<file path="src/rtl/core/dgpp_pkg.sv">
package dgpp_pkg;

	localparam int FRAC_BITS    = 16;
	localparam int SIZE_W       = 32;
	localparam int ACC_W        = 48;
	localparam int MAX_ELEMENTS = 4096;
	localparam int IDX_W        = $clog2(MAX_ELEMENTS);
	localparam int CNT_W        = IDX_W + 1;
	localparam int MUL_W        = 9;
	localparam int PROD_W       = ACC_W + MUL_W;
	localparam int DIGIT_W      = 8;
	localparam int QD_W         = ((PROD_W + DIGIT_W - 1) / DIGIT_W) * DIGIT_W;
	localparam int QD_STEPS     = QD_W / DIGIT_W;
	localparam int QD_CNT_W     = $clog2(QD_STEPS);
	localparam int DIV_CNT_W    = $clog2(ACC_W + 1);
	localparam int CFG_IDX_W    = 2;
	localparam int CFG_DATA_W   = 13;

	localparam logic [ACC_W-1:0] ACC_MAX = {ACC_W{1'b1}};

	typedef enum logic [1:0] {
		OP_LOAD     = 2'd0,
		OP_INNER    = 2'd1,
		OP_BOUNDARY = 2'd2,
		OP_FINISH   = 2'd3
	} op_t;

	localparam logic [1:0] ST_OK        = 2'd0;
	localparam logic [1:0] ST_ZERO_SIZE = 2'd1;
	localparam logic [1:0] ST_BAD_INDEX = 2'd2;
	localparam logic [1:0] ST_SATURATED = 2'd3;

	localparam logic [CFG_IDX_W-1:0] CFG_DIM   = 2'd0;
	localparam logic [CFG_IDX_W-1:0] CFG_ORDER = 2'd1;
	localparam logic [CFG_IDX_W-1:0] CFG_COUNT = 2'd2;

	typedef struct packed {
		logic busy;
		logic done;
	} div_stat_t;

endpackage

</file>
<file path="src/rtl/core/dgpp_divider.sv">
// Restoring divider, one quotient bit per cycle.
module dgpp_divider (
	input  logic                        clk,
	input  logic                        arst_n,
	input  logic                        start,
	input  logic [dgpp_pkg::ACC_W-1:0]  dividend,
	input  logic [dgpp_pkg::SIZE_W-1:0] divisor,
	output dgpp_pkg::div_stat_t         stat,
	output logic [dgpp_pkg::ACC_W-1:0]  quotient
);

	logic                           busy_q;
	logic                           done_q;
	logic [dgpp_pkg::DIV_CNT_W-1:0] cnt_q;
	logic [dgpp_pkg::SIZE_W-1:0]    rem_q;
	logic [dgpp_pkg::SIZE_W-1:0]    dvs_q;
	logic [dgpp_pkg::ACC_W-1:0]     qsh_q;
	logic [dgpp_pkg::SIZE_W:0]      trial;
	logic [dgpp_pkg::SIZE_W:0]      diff;
	logic                           ge;

	assign trial = {rem_q, qsh_q[dgpp_pkg::ACC_W-1]};
	assign ge    = trial >= {1'b0, dvs_q};
	assign diff  = trial - {1'b0, dvs_q};

	always_ff @(posedge clk or negedge arst_n) begin
		if (!arst_n) begin
			busy_q <= 1'b0;
			done_q <= 1'b0;
			cnt_q  <= '0;
		end else if (start) begin
			busy_q <= 1'b1;
			done_q <= 1'b0;
			cnt_q  <= '0;
		end else if (busy_q) begin
			cnt_q <= cnt_q + 1'b1;
			if (cnt_q == dgpp_pkg::DIV_CNT_W'(dgpp_pkg::ACC_W - 1)) begin
				busy_q <= 1'b0;
				done_q <= 1'b1;
			end
		end else begin
			done_q <= 1'b0;
		end
	end

	always_ff @(posedge clk) begin
		if (start) begin
			rem_q <= '0;
			dvs_q <= divisor;
			qsh_q <= dividend;
		end else if (busy_q) begin
			rem_q <= ge ? diff[dgpp_pkg::SIZE_W-1:0] : trial[dgpp_pkg::SIZE_W-1:0];
			qsh_q <= {qsh_q[dgpp_pkg::ACC_W-2:0], ge};
		end
	end

	assign stat.busy = busy_q;
	assign stat.done = done_q;
	assign quotient  = qsh_q;

endmodule

</file>
<file path="config.mk">
export PLATFORM = sky130hd
export DESIGN_NAME = dgpp_divider
export DESIGN_NICKNAME = d
export VERILOG_FILES = /design/src/rtl/core/dgpp_pkg.sv /design/src/rtl/core/dgpp_divider.sv
export SDC_FILE = /design/constraint.sdc
export NUM_CORES = 1
export LEC_CHECK = 0
export ABC_AREA = 0
export BUFFER_PORTS_ARGS = -buffer_cell sky130_fd_sc_hd__buf_2
export CAP_MARGIN = 25
export CORE_MARGIN = 4
export CORE_UTILIZATION = 55
export DETAILED_ROUTE_END_ITERATION = 8
export GPL_ROUTABILITY_DRIVEN = 0
export PLACE_DENSITY = 0.8
export SYNTH_ARGS = -nofsm -noshare
export SYNTH_HDL_FRONTEND = slang
export SYNTH_SLANG_ARGS = --single-unit
</file>
<file path="constraint.sdc">
create_clock -name clk -period 2.97 [get_ports clk]
set_input_delay 0 -clock clk [delete_from_list [all_inputs] [get_ports clk]]
set_output_delay 0 -clock clk [all_outputs]
set_load 0.01 [all_outputs]
</file>
* Word-level counts from Yosys, hierarchy flattened *
Index checks and enable logic that the tools add are counted.

storage, ports and cells
  register bits after elaboration = 120
  bits in latches = 0
  bits in writable memories = 0
  memory bits (read-only) = 0
  input bits = 83
  output and inout port bits = 50
  logic and storage cells = 23
  memories kept = 0

cells by class
  $add $sub $neg = 2
  $mul = 0
  div/mod/pow operators = 0
  magnitude comparators = 1
  equality and inequality tests = 2
  shift-type cells = 0
  muxes and demuxes = 11
  bitwise logic cells = 0
  reduce and logical (&&, ||, !) cells = 1

operator list
  kind                 count
  $mux 48              2
  $ge 33x32->1         1
  $mux 32              1
  $sub 32x32->32       1
  $mux 6               2
  $add 6x1->6 const B  1
  $eq 6x6->1 const B   1
  $mux 1               6
  $ne 3x2->1 const B   1
  $reduce_bool 2->1    1

* Depth between registers and ports, before layout *
Gate-level depths: netlist of run 1.

  word-level depth = 4
  depth in mapped cells = 13
  mapped depth without buffers = 11

* Least setup slack after synthesis of run 1 *
OpenSTA, ideal clock, no wires.

  path type = register to register
  start point = register dvs_q[8] in the netlist's numbering
  end point = register qsh_q (netlist bit quotient[0]) (data pin)
  library setup time = 0.260 ns
  data arrival time = 2.455 ns
  required time = 2.710 ns
  setup slack = 0.255 ns
  cell stages (with the launch flop) = 12
  buffers on the path = 2
  period minus slack after synthesis = 2.715 ns
  path through = edfxtp_1 -> inv_1 -> ha_1 -> a211o_1 -> a211o_1 -> a21oi_2 -> o21ai_1 -> o21a_1 -> a211o_1 -> buf_4 -> buf_6 -> mux2_2

on the way
  word-level cells in the longest chain between the ends = 3

RTL lines
  what                    RTL line            text
  start, declared         dgpp_divider.sv:16  logic [dgpp_pkg::SIZE_W-1:0] dvs_q;
  start signal, assigned  dgpp_divider.sv:49  dvs_q <= divisor;
  $ge 33x32->1            dgpp_divider.sv:23  assign ge = trial >= {1'b0, dvs_q};
  $mux 48                 dgpp_divider.sv:51  end else if (busy_q) begin
  $mux 48                 dgpp_divider.sv:47  if (start) begin
  end signal, assigned    dgpp_divider.sv:50  qsh_q <= dividend;
  end signal, assigned    dgpp_divider.sv:53  qsh_q <= {qsh_q[dgpp_pkg::ACC_W-2:0], ge};
  end, declared           dgpp_divider.sv:17  logic [dgpp_pkg::ACC_W-1:0] qsh_q;

No other way between the ends. The select of a mux whose other input is x is not followed.
A chain may end at the register's enable or synchronous reset.

* Worst setup path in the final report of run 1 *
  start point = register dvs_q[6] in the netlist's numbering
  end point = register rem_q[4] in the netlist's numbering

on the way
  word-level cells in the longest chain between the ends = 2

RTL lines
  what                  RTL line            text
  $ge 33x32->1          dgpp_divider.sv:23
  $mux 32               dgpp_divider.sv:52  rem_q <= ge ? diff[dgpp_pkg::SIZE_W-1:0] : trial[dgpp_pkg::SIZE_W-1:0];
  end signal, assigned  dgpp_divider.sv:52
  end, declared         dgpp_divider.sv:15  logic [dgpp_pkg::SIZE_W-1:0] rem_q;

No other way between the ends.

==> impl_results.rst, run 1 <==
.. list-table::
   :header-rows: 1

   * - Metric
     - Value
   * - Area added between synthesis and finish
     - 34.8%
   * - Critical Path Max Stage Delay
     - 0.40 ns
   * - Sequential area share after synthesis
     - 48.7%
   * - Number of warnings printed during yosys synthesis
     - 0
   * - Pin count of the biggest net entering global routing
     - 56
   * - Clock sinks
     - 120
   * - Worst Tran Pin Value
     - 0.959 ns
   * - First drt pass iteration count
     - 6
   * - Biggest fanout along the worst timing path
     - 14
   * - Clock latency reported for the late side of the worst-skew pair
     - 0.43 ns
   * - Effective utilization at floorplan
     - 57.4%
   * - Post-synthesis share of cell area spent on xor and xnor gates
     - 3.94%
   * - Final hold violation count
     - 0
   * - Worst min-delay path category
     - primary input to register
   * - Remaining Overflow, GRT
     - 0
   * - Total chip power
     - 5.90 mW
   * - Detail Route Antenna Nets
     - 0
   * - Placed wire-length estimate after detailed placement
     - 11200 um
   * - TritonCTS Buffers
     - 17
   * - Number of levels the H-tree was split into
     - 4
   * - Leakage Power
     - 3.86 nW
   * - Clock transition at the register clock pins on the worst setup and hold paths after CTS
     - 0.06 ns
   * - Standard-cell rows
     - 39
   * - Maximum vdd ir drop
     - 661 uV
   * - Number of buffers between clock root and the deepest sink
     - 2
   * - Synthesized-area fraction occupied by ao, oa, aoi and oai cells
     - 15.1%
   * - GRT Resource Usage Total
     - 29.0%
   * - Avg Vias per Cell
     - 6.02
   * - Cell class contributing the biggest share of worst-path delay
     - compound AO/OA/AOI/OAI gates
   * - Netlist area before placement
     - 6660 sq um
   * - Grt met3 use
     - 9.90%
   * - Post-layout nets
     - 939
   * - Class of the most critical setup path
     - register to register
   * - Largest family of logic cells by synthesized area
     - compound AO/OA/AOI/OAI gates
   * - Met1 usage in global routing
     - 34.4%
   * - Share of the synthesized area in the top cell type
     - 36.0%
   * - Largest cells by area after synthesis
     - sky130_fd_sc_hd__edfxtp_1 36%, sky130_fd_sc_hd__dfxtp_1 9.6%, sky130_fd_sc_hd__mux2_2 8.1%, sky130_fd_sc_hd__ha_1 6.2%, sky130_fd_sc_hd__dfrtp_1 3.0%
   * - Worst setup EP type
     - register
   * - Max-Cap Viols
     - 0
   * - Fraction of registers with async set or reset after synthesis
     - 6.67%
   * - Share of cells above drive strength 1
     - 29.1%
   * - Top flip-flop cell by instance count after synthesis
     - sky130_fd_sc_hd__edfxtp_1
   * - Die Wd
     - 118 um
   * - Unrepaired setup endpoints after global routing
     - false
   * - Synth Net Count
     - 724
   * - Max Transition Viols Final
     - 0
   * - Clock tree from TritonCTS
     - built
   * - Mean post-synth cell area
     - 11.0 sq um
   * - Number of post-CTS setup repair buffers
     - 0
   * - Final count of negative-setup-slack endpoints
     - 0
   * - Number of antenna cells inserted
     - 0
   * - Final clock skew
     - 0.0146 ns
   * - Number of buffer cells added on primary ports
     - 132
   * - Root buffer cell
     - sky130_fd_sc_hd__clkbuf_16
   * - Peak clock frequency supported by timing
     - 0.354 GHz
   * - Number of synthesized flops with an enable pin
     - 80
   * - Crit share post-route
     - 95.2%
   * - Finished layout cell area
     - 8980 sq um
   * - Total I/O pin count
     - 133
   * - DP Area
     - 7440 sq um
   * - Count of unique library cells instantiated by Yosys
     - 59
   * - Synthesized instance count
     - 607
   * - Die Outline Area
     - 13900 sq um
   * - Synth area leader
     - sky130_fd_sc_hd__edfxtp_1
   * - Simple-Gate Fraction of Synth Area
     - 10.3%
   * - Detailed Route Iter0 Violations
     - 605
   * - Slowest cell on the critical path
     - sky130_fd_sc_hd__o21ai_0
   * - Number of design rule violations left after detail routing
     - 0
   * - Total routed wirelength
     - 19900 um
   * - Headroom to the max-slew limit
     - 36.0%
   * - Fin Setup TNS
     - 0 ns
   * - Status
     - finished clean
   * - Via count
     - 5891
   * - Global routing met2 resource utilization
     - 48.0%
   * - Most used routing layer
     - met2
   * - Core Footprint
     - 11600 sq um
   * - Post-layout min period
     - 2.83 ns
   * - Crit path buf inv count
     - 2
   * - Sequence of cells on the critical path
     - inv_1 -> ha_1 -> nand2_1 -> o21ai_0 -> nor2_2 -> o21ai_1 -> o21a_1 -> a211o_1 -> buf_8 -> mux2i_1 -> a211oi_2
   * - Share of synthesized cell area in full adder, half adder and majority cells
     - 6.50%
   * - Die Ht
     - 118 um
   * - First-pass GRT wire length
     - 31800 um
   * - Data arrival, critical path
     - 3.11 ns
   * - Flip-flop and latch count after synthesis
     - 120
   * - Via count of the first global-routing pass
     - 6036
   * - Power density over the cells
     - 656 nW/um^2
   * - Initial antenna violation count
     - 0
   * - Startpoint class of the critical path
     - register
   * - Post-synthesis mux area share
     - 11.0%
   * - Required arrival time at the worst endpoint
     - 3.25 ns
   * - Avg WL per Cell
     - 20.4 um
[Yosys cell counts (all sizes together) (2+ instances only)]
master / instances
ha: 33
edfxtp: 80
o21ai: 27
buf: 11
nor2b: 5
and4: 3
xnor2: 19
a31oi: 2
a32oi: 6
o41ai: 3
nand3b: 2
o21a: 6
or3: 5
dfxtp: 32
dfrtp: 8
nand2b: 7
o2111ai: 2
nor4: 4
nor2: 44
clkbuf: 20
inv: 40
nand3: 18
mux2i: 19
nand4: 8
o311ai: 7
mux2: 48
a211oi: 20
a21oi: 30
a311oi: 3
and3: 5
a21o: 11
o31ai: 5
nand2: 37
o21bai: 4
a211o: 5
xor2: 11
o211ai: 2
nor3: 6
[per-stage QoR]
stage | hold slack [ns] | utilization (%) | instances | setup WS (ns)
after floorplan | -0.296 | - | 607 | 0.255
after global placement | -0.151 | 64.0 | 862 | 0.208
after detailed placement | -0.144 | 64.1 | 863 | 0.0840
after CTS | 0.265 | 76.7 | 978 | 0.0837
after global routing | 0.272 | 77.3 | 978 | 0.0311
final | 0.283 | 77.3 | 978 | 0.143
[cell type report]
type	count	area, sq um
well taps	143	179
flip-flops and latches	120	3240
repair buffers	227	1600
multi-input cells	416	3180
clock inverters	12	200
fillers	684	2630
inverters	40	150
clock buffers	20	437
[logic make-up (layout without fill, tap and decap cells)]
kind of cell | after synthesis | in the layout
simple gates | 145 | 145
compound gates | 140 | 140
flops | 120 | 120
buf+inv | 71 | 299
mux | 67 | 67
fa+ha+maj | 34 | 34
xor+xnor | 30 | 30
[layout by cell type (no fill, tap or decap), drive strengths merged, types with 4 or more instances in the layout]
| master | Yosys | routed |
|---|---|---|
| nor2b | 5 | 5 |
| nand2b | 7 | 7 |
| nor3 | 6 | 6 |
| o21bai | 4 | 4 |
| a211o | 5 | 5 |
| nand4 | 8 | 8 |
| dfxtp | 32 | 32 |
| o21ai | 27 | 27 |
| a21oi | 30 | 30 |
| or3 | 5 | 5 |
| a21o | 11 | 11 |
| nor2 | 44 | 44 |
| o311ai | 7 | 7 |
| clkbuf | 20 | 20 |
| mux2i | 19 | 19 |
| bufinv | 0 | 5 |
| clkinv | 0 | 5 |
| ha | 33 | 33 |
| nand3 | 18 | 18 |
| o31ai | 5 | 5 |
| buf | 11 | 144 |
| xnor2 | 19 | 19 |
| nor4 | 4 | 4 |
| dfrtp | 8 | 8 |
| mux2 | 48 | 48 |
| a211oi | 20 | 20 |
| edfxtp | 80 | 80 |
| inv | 40 | 40 |
| nand2 | 37 | 37 |
| xor2 | 11 | 11 |
| and3 | 5 | 5 |
| dlygate4sd3 | 0 | 83 |
| a32oi | 6 | 6 |
| o21a | 6 | 6 |
[worst reg2reg max path: cells and delay by family (launching register included)]
kind            cells  cell delay, ns
compound gates      5            1.17
fa+ha+maj           1            0.39
buf+inv             2            0.27
flops               1            0.34
mux                 1            0.29
simple gates        2            0.24
[state kept, by name, indices dropped and copies added (netlist names)]
register,flops
quotient,48
dvs_q,32
rem_q,32
cnt_q,6
busy_q,1
done_q,1
[worst paths after layout]
kind / startpoint / to / slack (ns) / cells after the start
setup / recovery: dvs_q[6]$_DFFE_PP_ / rem_q[4]$_SDFFE_PP0P_ / 0.14 / 11
max in group asynchronous: arst_n / done_q$_DFFE_PN0P_ / 2.16 / 3
setup reg to reg: dvs_q[6]$_DFFE_PP_ / rem_q[4]$_SDFFE_PP0P_ / 0.14 / 11
min in group asynchronous: arst_n / busy_q$_DFF_PN0_ / 0.55 / 3
hold reg to reg: rem_q[2]$_SDFFE_PP0P_ / rem_q[2]$_SDFFE_PP0P_ / 0.48 / 2
hold / removal: divisor[9] / dvs_q[9]$_DFFE_PP_ / 0.28 / 2
[what timing repair did]
| action | 4_1_cts | 5_1_grt |
|---|---|---|
| endpoints found under the setup margin | 0 | 24 |
| hold buffers | 83 | 0 |
| hold endpoints to repair | 95 | 0 |
| gates resized for setup | 0 | 15 |
[power breakdown]
part | leakage, nW | internal, mW | total [mW] | switching (mW)
Sequential | 1.19 | 1.99 | 2.12 | 0.138
Combinational | 2.37 | 0.680 | 1.50 | 0.825
Clock | 0.302 | 1.49 | 2.27 | 0.781
Total | 3.86 | 4.15 | 5.90 | 1.74
[layer usage]
metal	vias up	share of wire [%]
li1	2690	-
met1	2783	39
met2	342	48
met3	76	8.8
met4	0	3.8
met5	-	0
Power figures use the tool's default switching activity.
==> inputs of run 2 (changes only) <==
Settings changed: CTS_BUF_LIST from default to sky130_fd_sc_hd__clkbuf_4.
==> run 2 against run 1 <==
  * Count of clock-buffer cells in the layout stayed put
  * Final area shrank 3.0%
  * Largest cell class unchanged
  * Critical path type unchanged
  * Sequential share of layout area up 1.1 points
  * Setup slack worse by 0.095 ns
  * Maximum frequency decreased by 3.2%
  * Core utilization is 2.3 points lower
  * Clock skew is 0.020 ns higher
==> impl_results.rst, run 2 (same netlist as run 1, synthesis figures left out) <==
.. list-table::
   :header-rows: 1

   * - Metric
     - Value
   * - Fin Setup TNS
     - 0 ns (unchanged)
   * - Biggest fanout along the worst timing path
     - 4 (-10)
   * - Worst min-delay path category
     - primary input to register
   * - Finished layout cell area
     - 8710 sq um (-3.0%)
   * - Via count of the first global-routing pass
     - 6096 (+0.99%)
   * - Clock tree from TritonCTS
     - built
   * - Max Transition Viols Final
     - 0 (unchanged)
   * - Clock latency reported for the late side of the worst-skew pair
     - 0.57 ns (+0.14 ns)
   * - TritonCTS Buffers
     - 17 (unchanged)
   * - Detail Route Antenna Nets
     - 0 (unchanged)
   * - First drt pass iteration count
     - 6 (unchanged)
   * - Number of design rule violations left after detail routing
     - 0 (unchanged)
   * - Number of buffers between clock root and the deepest sink
     - 2 (unchanged)
   * - Post-layout min period
     - 2.92 ns (+0.0948 ns)
   * - Post-layout nets
     - 940 (+0.11%)
   * - Minimum setup slack among reg-to-reg paths
     - 0.05 ns (-0.09 ns)
   * - Most common cell after layout, fill and taps aside
     - sky130_fd_sc_hd__buf_2
   * - Avg WL per Cell
     - 19.6 um (-3.8%)
   * - Worst setup EP type
     - register
   * - Avg Vias per Cell
     - 5.94 (-1.4%)
   * - First-pass GRT wire length
     - 30800 um (-3.1%)
   * - Final clock skew
     - 0.0348 ns (+0.0202 ns)
   * - Number of fill cells in the layout
     - 748 (+9.4%)
   * - Sequential cell area
     - 3240 sq um (unchanged)
   * - Crit share post-route
     - 98.4% (+3.2 points)
   * - Multi-input combinational cell area
     - 3180 sq um (about the same)
   * - Most frequent cells in the layout
     - 131 x sky130_fd_sc_hd__buf_2, 83 x sky130_fd_sc_hd__dlygate4sd3_1, 80 x sky130_fd_sc_hd__edfxtp_1
   * - Via count
     - 5820 (-1.2%)
   * - Data arrival, critical path
     - 3.37 ns (+0.26 ns)
   * - Class of the most critical setup path
     - register to register
   * - Maximum vdd ir drop
     - 413 uV (-38%)
   * - Remaining Overflow, GRT
     - 0 (unchanged)
   * - Pin count of the biggest net entering global routing
     - 56 (unchanged)
   * - Required arrival time at the worst endpoint
     - 3.42 ns (+0.17 ns)
   * - Power density over the cells
     - 578 nW/um^2 (-12%)
   * - GRT Resource Usage Total
     - 27.8% (-1.2 points)
   * - Post-placement setup slack
     - 0.0840 ns (unchanged)
   * - Share of cells above drive strength 1
     - 29.4% (+0.32 points)
   * - Core Footprint
     - 11600 sq um (unchanged)
   * - Die Ht
     - 118 um (unchanged)
   * - Largest register FFs
     - 48 (unchanged)
   * - Worst Tran Pin Value
     - 0.705 ns (-0.254 ns)
   * - Final hold violation count
     - 0 (unchanged)
   * - Peak clock frequency supported by timing
     - 0.342 GHz (-3.2%)
   * - Total routed wirelength
     - 19200 um (-3.6%)
   * - Number of levels the H-tree was split into
     - 4 (unchanged)
   * - Most used routing layer
     - met2
   * - Die Outline Area
     - 13900 sq um (unchanged)
   * - Standard-cell rows
     - 39 (unchanged)
   * - DP Area
     - 7440 sq um (unchanged)
   * - Area added between synthesis and finish
     - 30.7%
   * - Number of buffer cells added on primary ports
     - 132 (unchanged)
   * - Total chip power
     - 5.04 mW (-15%)
   * - Final worst hold slack
     - 0.150 ns (-0.132 ns)
   * - Placed wire-length estimate after detailed placement
     - 11200 um (unchanged)
   * - Clock transition at the register clock pins on the worst setup and hold paths after CTS
     - 0.12 ns (+0.06 ns)
   * - Effective utilization at floorplan
     - 57.4% (unchanged)
   * - Crit path setup slack, layout
     - 0.0478 ns (-0.0948 ns)
   * - Die Wd
     - 118 um (unchanged)
   * - Final count of negative-setup-slack endpoints
     - 0 (unchanged)
   * - Global routing met2 resource utilization
     - 45.8% (-2.2 points)
   * - Status
     - finished clean
   * - Grt met3 use
     - 9.56% (-0.34 points)
   * - Initial antenna violation count
     - 1 (+1)
   * - Headroom to the max-slew limit
     - 53.0% (+17 points)
   * - Root buffer cell
     - sky130_fd_sc_hd__clkbuf_4
   * - Startpoint class of the critical path
     - register
   * - Total I/O pin count
     - 133 (unchanged)
   * - Detailed Route Iter0 Violations
     - 451 (-25%)
   * - Clock sinks
     - 120 (unchanged)
   * - Met1 usage in global routing
     - 32.9% (-1.5 points)
   * - Max-Cap Viols
     - 0 (unchanged)
   * - Leakage Power
     - 3.75 nW (-2.8%)
## run 2: cell types whose count changed in the layout (fill, tap and decap cells not counted), sizes merged
| cell | previous run | this run |
|---|---|---|
| buf | 144 | 145 |
| diode | 0 | 1 |
## run 2: metrics by stage
stage / instances / utilization [%]
CTS: 978 / 74.3
global placement: 862 / 64.0
detailed placement: 863 / 64.1
finish: 980 / 75.0
floorplan: 607 / -
global route: 980 / 75.0
## run 2: power by group
group          leakage [nW]  switching (mW)  internal [mW]
registers              1.19           0.136           1.98
logic                  2.38           0.795          0.674
clock network         0.181           0.671          0.780
## run 2: worst max-delay path, cell delays in order, from the launching register on
cell                        delay (ns)
sky130_fd_sc_hd__edfxtp_1         0.40
sky130_fd_sc_hd__inv_1            0.07
sky130_fd_sc_hd__ha_1             0.23
sky130_fd_sc_hd__fa_1             0.41
sky130_fd_sc_hd__nand2b_1         0.20
sky130_fd_sc_hd__a21oi_2          0.18
sky130_fd_sc_hd__o211ai_2         0.16
sky130_fd_sc_hd__a211o_1          0.33
sky130_fd_sc_hd__a21oi_4          0.18
sky130_fd_sc_hd__o2111ai_1        0.13
sky130_fd_sc_hd__a31o_1           0.22
sky130_fd_sc_hd__a311oi_1         0.31
## run 2: repair_timing
action	in CTS	in global routing
hold endpoints to repair	99	0
gates resized for setup	0	13
setup buffers	0	0
hold buffers	83	0
endpoints found under the setup margin	0	21
## run 2: area by class of cell
cell class | count | area share (%)
diodes | 1 | 0.0287
inverters | 40 | 1.72
clock buffers | 20 | 1.72
clock inverters | 12 | 2.30
flip-flops and latches | 120 | 37.2
repair buffers | 228 | 18.5
well taps | 143 | 2.05
multi-input cells | 416 | 36.4
## run 2: routing by layer
layer | wire, um | part of all wire [%]
met2 | 9190 | 48
met1 | 7670 | 40
met4 | 582 | 3.0
met3 | 1780 | 9.3
met5 | 0 | 0
## run 2: worst paths after layout
kind / startpoint / endpoint / cells past startpoint
max in group asynchronous: arst_n / done_q$_DFFE_PN0P_ / 3
min in group asynchronous: arst_n / cnt_q[0]$_DFFE_PN0P_ / 3
worst min register to register: rem_q[2]$_SDFFE_PP0P_ / rem_q[2]$_SDFFE_PP0P_ / 2
worst max register to register: quotient[47]$_DFFE_PP_ / rem_q[30]$_SDFFE_PP0P_ / 11
worst max-delay path: quotient[47]$_DFFE_PP_ / rem_q[30]$_SDFFE_PP0P_ / 11
worst min-delay path: divisor[28] / dvs_q[28]$_DFFE_PP_ / 2
==> inputs of run 3 (changes only) <==
Settings changed: REMOVE_ABC_BUFFERS from default to 1.
==> run 3 against run 2 <==
  * Sequential share of layout area is 0.40 points higher
  * Die area stayed put
  * Total power is 6.4% lower
  * Combinational power hardly changed
  * Flip-flop and latch count stayed put
  * Critical path type unchanged
  * Critical endpoint unchanged
  * Highest routed layer unchanged
==> impl_results.rst, run 3 (same netlist as run 1, synthesis figures left out) <==
.. list-table::
   :header-rows: 1

   * - Metric
     - Value
   * - Number of cells in the design after placement
     - 864 (+0.12%)
   * - Die Outline Area
     - 13900 sq um (unchanged)
   * - Core Footprint
     - 11600 sq um (unchanged)
   * - DP Area
     - 7460 sq um (+0.22%)
   * - Final clock skew
     - 0.0218 ns (-0.0130 ns)
   * - Clock latency reported for the late side of the worst-skew pair
     - 0.57 ns (about the same)
   * - Die Wd
     - 118 um (unchanged)
   * - Clock transition at the register clock pins on the worst setup and hold paths after CTS
     - 0.12 ns (about the same)
   * - Avg Vias per Cell
     - 5.77 (-2.8%)
   * - Placed wire-length estimate after detailed placement
     - 11400 um (+1.4%)
   * - Die Ht
     - 118 um (unchanged)
   * - Data arrival, critical path
     - 3.34 ns (-0.03 ns)
   * - Largest register FFs
     - 48 (unchanged)
   * - Number of buffers between clock root and the deepest sink
     - 2 (unchanged)
   * - Number of buffer cells added on primary ports
     - 132 (unchanged)
   * - Finished layout cell area
     - 8620 sq um (-1.1%)
   * - Total routed wirelength
     - 18200 um (-5.4%)
   * - Hold Startpoint
     - divisor[26]
   * - Max Transition Viols Final
     - 0 (unchanged)
   * - Area added between synthesis and finish
     - 29.3%
   * - Biggest fanout along the worst timing path
     - 4 (unchanged)
   * - Pin count of the biggest net entering global routing
     - 52 (-7.1%)
   * - Class of the most critical setup path
     - register to register
   * - Detailed Route Iter0 Violations
     - 333 (-26%)
   * - Via count of the first global-routing pass
     - 5716 (-6.2%)
   * - GRT Resource Usage Total
     - 26.4% (-1.4 points)
   * - Number of post-CTS setup repair buffers
     - 0 (unchanged)
   * - Initial antenna violation count
     - 1 (unchanged)
   * - Worst min-delay path category
     - primary input to register
   * - Effective utilization at floorplan
     - 57.4% (unchanged)
   * - TritonCTS Buffers
     - 17 (unchanged)
   * - Standard-cell rows
     - 39 (unchanged)
   * - Crit share post-route
     - 96.2% (-2.2 points)
   * - Number of design rule violations left after detail routing
     - 0 (unchanged)
   * - First drt pass iteration count
     - 5 (-1)
   * - Peak clock frequency supported by timing
     - 0.350 GHz (+2.3%)
   * - Worst Tran Pin Value
     - 0.793 ns (+0.0878 ns)
   * - Most common cell after layout, fill and taps aside
     - sky130_fd_sc_hd__buf_2
   * - Detail Route Antenna Nets
     - 0 (unchanged)
   * - Remaining Overflow, GRT
     - 0 (unchanged)
   * - Final worst hold slack
     - 0.140 ns (-0.00997 ns)
   * - Fraction of the core area covered by cells at the end of the flow
     - 74.2% (-0.80 points)
   * - Status
     - finished clean
   * - Clock tree from TritonCTS
     - built
   * - Maximum vdd ir drop
     - 443 uV (+7.3%)
   * - Non-filler cells in the finished layout
     - 980 (unchanged)
   * - Power density over the cells
     - 547 nW/um^2 (-5.4%)
   * - Fin Setup TNS
     - 0 ns (unchanged)
   * - Clock sinks
     - 120 (unchanged)
   * - Avg WL per Cell
     - 18.6 um (-5.4%)
   * - Number of levels the H-tree was split into
     - 4 (unchanged)
   * - Total I/O pin count
     - 133 (unchanged)
   * - Via count
     - 5656 (-2.8%)
   * - Most frequent cells in the layout
     - 131 x sky130_fd_sc_hd__buf_2, 83 x sky130_fd_sc_hd__dlygate4sd3_1, 80 x sky130_fd_sc_hd__edfxtp_1
   * - Leakage Power
     - 3.70 nW (-1.3%)
   * - Required arrival time at the worst endpoint
     - 3.46 ns (+0.04 ns)
   * - Reg2reg start
     - quotient[47]$_DFFE_PP_
   * - Root buffer cell
     - sky130_fd_sc_hd__clkbuf_4
   * - First-pass GRT wire length
     - 29400 um (-4.5%)
   * - Headroom to the max-slew limit
     - 47.2% (-5.9 points)
   * - Launching element of the worst setup path
     - quotient[47]$_DFFE_PP_
   * - Final count of negative-setup-slack endpoints
     - 0 (unchanged)
   * - Unrepaired setup endpoints after global routing
     - true
   * - Final hold violation count
     - 0 (unchanged)
   * - Share of cells above drive strength 1
     - 29.1% (-0.32 points)
   * - Max-Cap Viols
     - 0 (unchanged)
   * - Post-layout min period
     - 2.86 ns (-0.0660 ns)
   * - Worst setup EP type
     - register
   * - Post-layout nets
     - 940 (unchanged)
   * - Startpoint class of the critical path
     - register
-- run 3: per-layer routing --
layer,global-route usage (%),share of wire (%)
met5,0,0
met4,8.79,2.1
met3,9.71,9.7
met2,43.6,49
met1,32.1,39
-- run 3: what timing repair did --
item | in CTS | in global routing
hold buffers | 83 | 0
hold endpoints to repair | 117 | 0
gates resized for setup | 0 | 12
endpoints found under the setup margin | 0 | 18
-- run 3: metrics by stage --
step	worst slack, ns	total power [mW]
2_1_floorplan	0.0211	3.02
3_3_place_gp	0.204	3.39
3_5_place_dp	0.139	3.43
4_1_cts	0.0890	4.66
5_1_grt	-0.0525	4.96
6_report	0.114	4.71
-- run 3: layout make-up --
type                            instances  area, sq um
Sequential cell                       120         3240
Clock buffer                           18          135
Inverter                               40          150
Tap cell                              143          179
Multi-Input combinational cell        416         3170
Antenna cell                            2         5.00
Timing Repair Buffer                  228         1610
Fill cell                             774         2990
Clock inverter                         13          133
-- run 3: report_power, final --
group          switching, mW  internal (mW)
Sequential             0.127           1.98
Clock                  0.654          0.495
Combinational          0.774          0.682
Total                   1.56           3.16
-- run 3: worst paths after layout --
check | to | slack (ns) | depth (start not counted)
setup / recovery | rem_q[30]$_SDFFE_PP0P_ | 0.11 | 11
hold / removal | dvs_q[26]$_DFFE_PP_ | 0.14 | 2
setup reg to reg | rem_q[30]$_SDFFE_PP0P_ | 0.11 | 11
hold reg to reg | rem_q[9]$_SDFFE_PP0P_ | 0.48 | 2
max in group asynchronous | cnt_q[0]$_DFFE_PN0P_ | 2.29 | 3
min in group asynchronous | cnt_q[2]$_DFFE_PN0P_ | 0.40 | 3
-- run 3: critical path, stage by stage, from the launching register on --
cell and delay [ns]:
sky130_fd_sc_hd__edfxtp_1 0.41, sky130_fd_sc_hd__inv_1 0.06, sky130_fd_sc_hd__ha_1 0.22, sky130_fd_sc_hd__fa_1 0.41, sky130_fd_sc_hd__nand2b_1 0.20, sky130_fd_sc_hd__a21oi_2 0.20
sky130_fd_sc_hd__o211ai_2 0.17, sky130_fd_sc_hd__a211o_1 0.34, sky130_fd_sc_hd__a21oi_2 0.18, sky130_fd_sc_hd__o2111ai_1 0.13, sky130_fd_sc_hd__a31o_1 0.21, sky130_fd_sc_hd__a311oi_1 0.23
